File: src/rtl/chm_ram.sv
`timescale 1ns / 1ps
// ----------------------------------------------------------------------------
// chm_ram
// Simple dual-port synchronous RAM: one write port, one registered read port.
// ----------------------------------------------------------------------------
module chm_ram #(
  parameter int WIDTH = 8,
  parameter int DEPTH = 16
) (
  input  logic                                   clk,
  input  logic                                   we,
  input  logic [((DEPTH > 1) ? $clog2(DEPTH) : 1)-1:0] waddr,
  input  logic [WIDTH-1:0]                       wdata,
  input  logic [((DEPTH > 1) ? $clog2(DEPTH) : 1)-1:0] raddr,
  output logic [WIDTH-1:0]                       rdata
);

  logic [WIDTH-1:0] mem [DEPTH];

  always_ff @(posedge clk) begin
    if (we) begin
      mem[waddr] <= wdata;
    end
    rdata <= mem[raddr];
  end

endmodule

File: config.mk
export PLATFORM = sky130hd
export DESIGN_NAME = chm_ram
export DESIGN_NICKNAME = d
export VERILOG_FILES = /design/src/rtl/chm_ram.sv
export SDC_FILE = /design/constraint.sdc
export NUM_CORES = 1
export LEC_CHECK = 0
export ABC_AREA = 1
export BUFFER_PORTS_ARGS = -buffer_cell sky130_fd_sc_hd__buf_2
export CORE_MARGIN = 4
export CORE_UTILIZATION = 55
export DETAILED_ROUTE_END_ITERATION = 7
export GPL_TIMING_DRIVEN = 0
export PLACE_DENSITY_LB_ADDON = 0.12
export SETUP_SLACK_MARGIN = 0.5
export SYNTH_ARGS = -nofsm -noshare
export SYNTH_HDL_FRONTEND = slang
export SYNTH_SLANG_ARGS = --single-unit
File: constraint.sdc
create_clock -name clk -period 0.9 [get_ports clk]
set_input_delay 0.045 -clock clk [delete_from_list [all_inputs] [get_ports clk]]
set_output_delay 0.045 -clock clk [all_outputs]
set_load 0.005 [all_outputs]
==> results.md <==
* Outcome: complete, but fails checks
* Failing checks: negative hold slack, negative setup slack
* Antenna violations before repair at 0
* Row Count at 37
* Critical path capture point type: flip-flop
* Reg2Reg Depth at 6
* IO Pins at 26
* Crit path to: rdata[5]
* Worst path buffer plus inverter count at 1
* LEAKAGE at 3.13 nW
* Cell variety after synth at 12
* Min setup slack post-route at -0.124 ns
* Net count after synthesis at 569
* Hold Path Class: in2reg
* Critical Path AT at 1.43 ns
* Worst-Margin Slew at 0.640 ns
* Max Freq at 0.977 GHz
* Sequential share of the synthesized area at 0.694
* Clk sink count at 136
* DR WL/cell at 19.3 um
* Ant diodes at 0
* Commonest non-fill, non-tap cells in the layout: nand2_1, edfxtp_1, inv_1
* RR Startpoint: mem[15][5]
* Post-Synthesis Cells at 551
* Max VDD drop at 1.38 mV
* Worst reg2reg setup slack at -0.12 ns
* Pin count of the biggest net entering global routing at 17
* Most common cell after layout, fill and taps aside: nand2_1
* Total GRT Usage at 0.254
* Starting Density at 0.561
* Period minus WS final at 1.02 ns
* Vias in the first global route at 3895
* WP depth at 6
* DIE HEIGHT at 110 um
* Final std cells w/o fill at 754
* Avg Cell Area, Syn at 10.5 sq um
* Routability cong. at 0.884
* Critical Path Most Common Cell: nand3_2
* Final Hold Vio Count at 131
* Cell area after layout at 7450 sq um
* Yosys reg bits at 136
* Max_slew headroom at 0.573
* Via count at 4061
* Total negative slack at -1.06 ns
* Post-Syn Area at 5770 sq um
* Clock buffer count from CTS at 17
* Place WS at -0.500 ns
* Area Overhead vs Synth at 29.2%
* Share of cells above drive strength 1 at 0.330
* Path type of the worst setup path: reg2reg
* I/O Buffers at 22
* Min Hold Slack at -0.0575 ns
* CP top delay family: simple AND/OR/NAND/NOR gates
* Yosys warns at 0
* Core area at 10300 sq um
* CP max stage delay at 0.37 ns
* Die ar. at 12200 sq um
* Slew Limit Fails at 0
* Clk_skew at 0.00458 ns
* RSZ-0062 raised after global routing: true
* CTS clk-pin slew, worst paths at 0.06 ns
* CP max FO at 1
* Clk buf depth at 2
* 1st-iter DRT viols at 453
* DIE WIDTH at 110 um
* Final nets at 623
* Post-detail-place hpwl at 8.89 mm
* CP startpoint: mem[15][5]
* Clock root buffer: clkbuf_8
* CTS H-tree lvls at 4
* Setup Viol. Count Final at 16
* CTS tree: yes
* Max-cap violations at 0
* Worst-skew pair later-pin latency at 0.52 ns
* First-pass GRT wire length at 21.7 mm
* DRT antenna net count at 0
* Cells after DPL at 709
* DRC viols at 0
* Worst Path Required at 1.31 ns
* Cells along the critical path: inv_1 > nand2_1 > nand3_2 > nand3_2 > nand3_2 > nand2_2
* Gr ovfl total at 0
* Crit path launch type: flip-flop
* CP max-delay cell: edfxtp_1
* Fin crit share at 1.14
* Vias per inst at 5.39
* Power Dens Cells at 2010 nW/um^2
* DR pass1 iterations at 5
* RR Endpoint: rdata[5]
* DP Area at 6180 sq um
* Total Wirelength at 14.6 mm
-- worst min-delay path by stage --
stage,from,to,slack [ns],depth (start not counted)
final,wdata[5],mem[3][5],-0.06,1
after global routing,wdata[5],mem[2][5],-0.05,1
after CTS,wdata[5],mem[3][5],-0.07,1
after detailed placement,rdata[4],rdata[4],0.42,1
after global placement,rdata[2],rdata[2],0.42,1
after floorplan,wdata[0],mem[0][0],0.14,0
-- routing by layer --
metal  global-route usage  wire length (um)
met3               0.0443              1140
met4                0.107               304
met1                0.359              6170
met2                0.394              6950
met5                    0                 0
-- area by class of cell --
| cell class | count | area (sq um) |
|---|---|---|
| inverter | 102 | 393 |
| tap | 136 | 170 |
| timing repair buffer | 35 | 358 |
| multi-input combinational | 289 | 1790 |
| sequential | 136 | 4000 |
| clock inverter | 15 | 155 |
| clock buffer | 17 | 414 |
| buffer | 24 | 166 |
| fill | 695 | 2830 |
-- per-stage QoR --
step           power, mW  utilization
3_3_place_gp        8.19        0.602
4_1_cts             14.9        0.705
6_report            15.0        0.725
2_1_floorplan       7.80            -
3_5_place_dp        8.21        0.602
5_1_grt             15.4        0.725
-- cells in the mapped netlist --
library cell / count / area, sq um
buf_4: 4 / 30.0
nand3_1: 97 / 485
buf_2: 13 / 65.1
nand3b_1: 2 / 15.0
edfxtp_1: 128 / 3840
dfxtp_1: 8 / 160
inv_2: 2 / 7.51
nor2_1: 17 / 63.8
inv_1: 100 / 375
nand2_1: 173 / 649
buf_6: 6 / 67.6
buf_1: 1 / 3.75
-- worst reg2reg max path, delay by kind of cell (launching register included) --
| kind | cells | cell delay, ns |
|---|---|---|
| buffers and inverters | 1 | 0.09 |
| DFF | 1 | 0.37 |
| and+or+nand+nor | 5 | 0.43 |
-- logic make-up after synthesis --
kind of cell,Yosys count,share of synthesized area
flip-flops,136,0.694
AND/OR/NAND/NOR,289,0.210
buffers and inverters,126,0.0952
-- flip-flops by register name, summed over array words and instances (netlist names) --
signal and flops:
rdata 8, mem 128
-- power breakdown --
part / switching, mW / total [mW] / internal [mW] / leakage [nW]
logic: 0.834 / 1.24 / 0.405 / 1.65
registers: 0.0356 / 7.12 / 7.08 / 1.22
clock network: 2.67 / 6.60 / 3.94 / 0.264
-- what timing repair did --
item,CTS,global route
hold endpoints to repair,150,125
gates resized for setup,71,45
endpoints found under the setup margin,144,142
setup buffers,12,1
pin swaps,40,37
No activity file was read; power rests on OpenSTA's default activity.
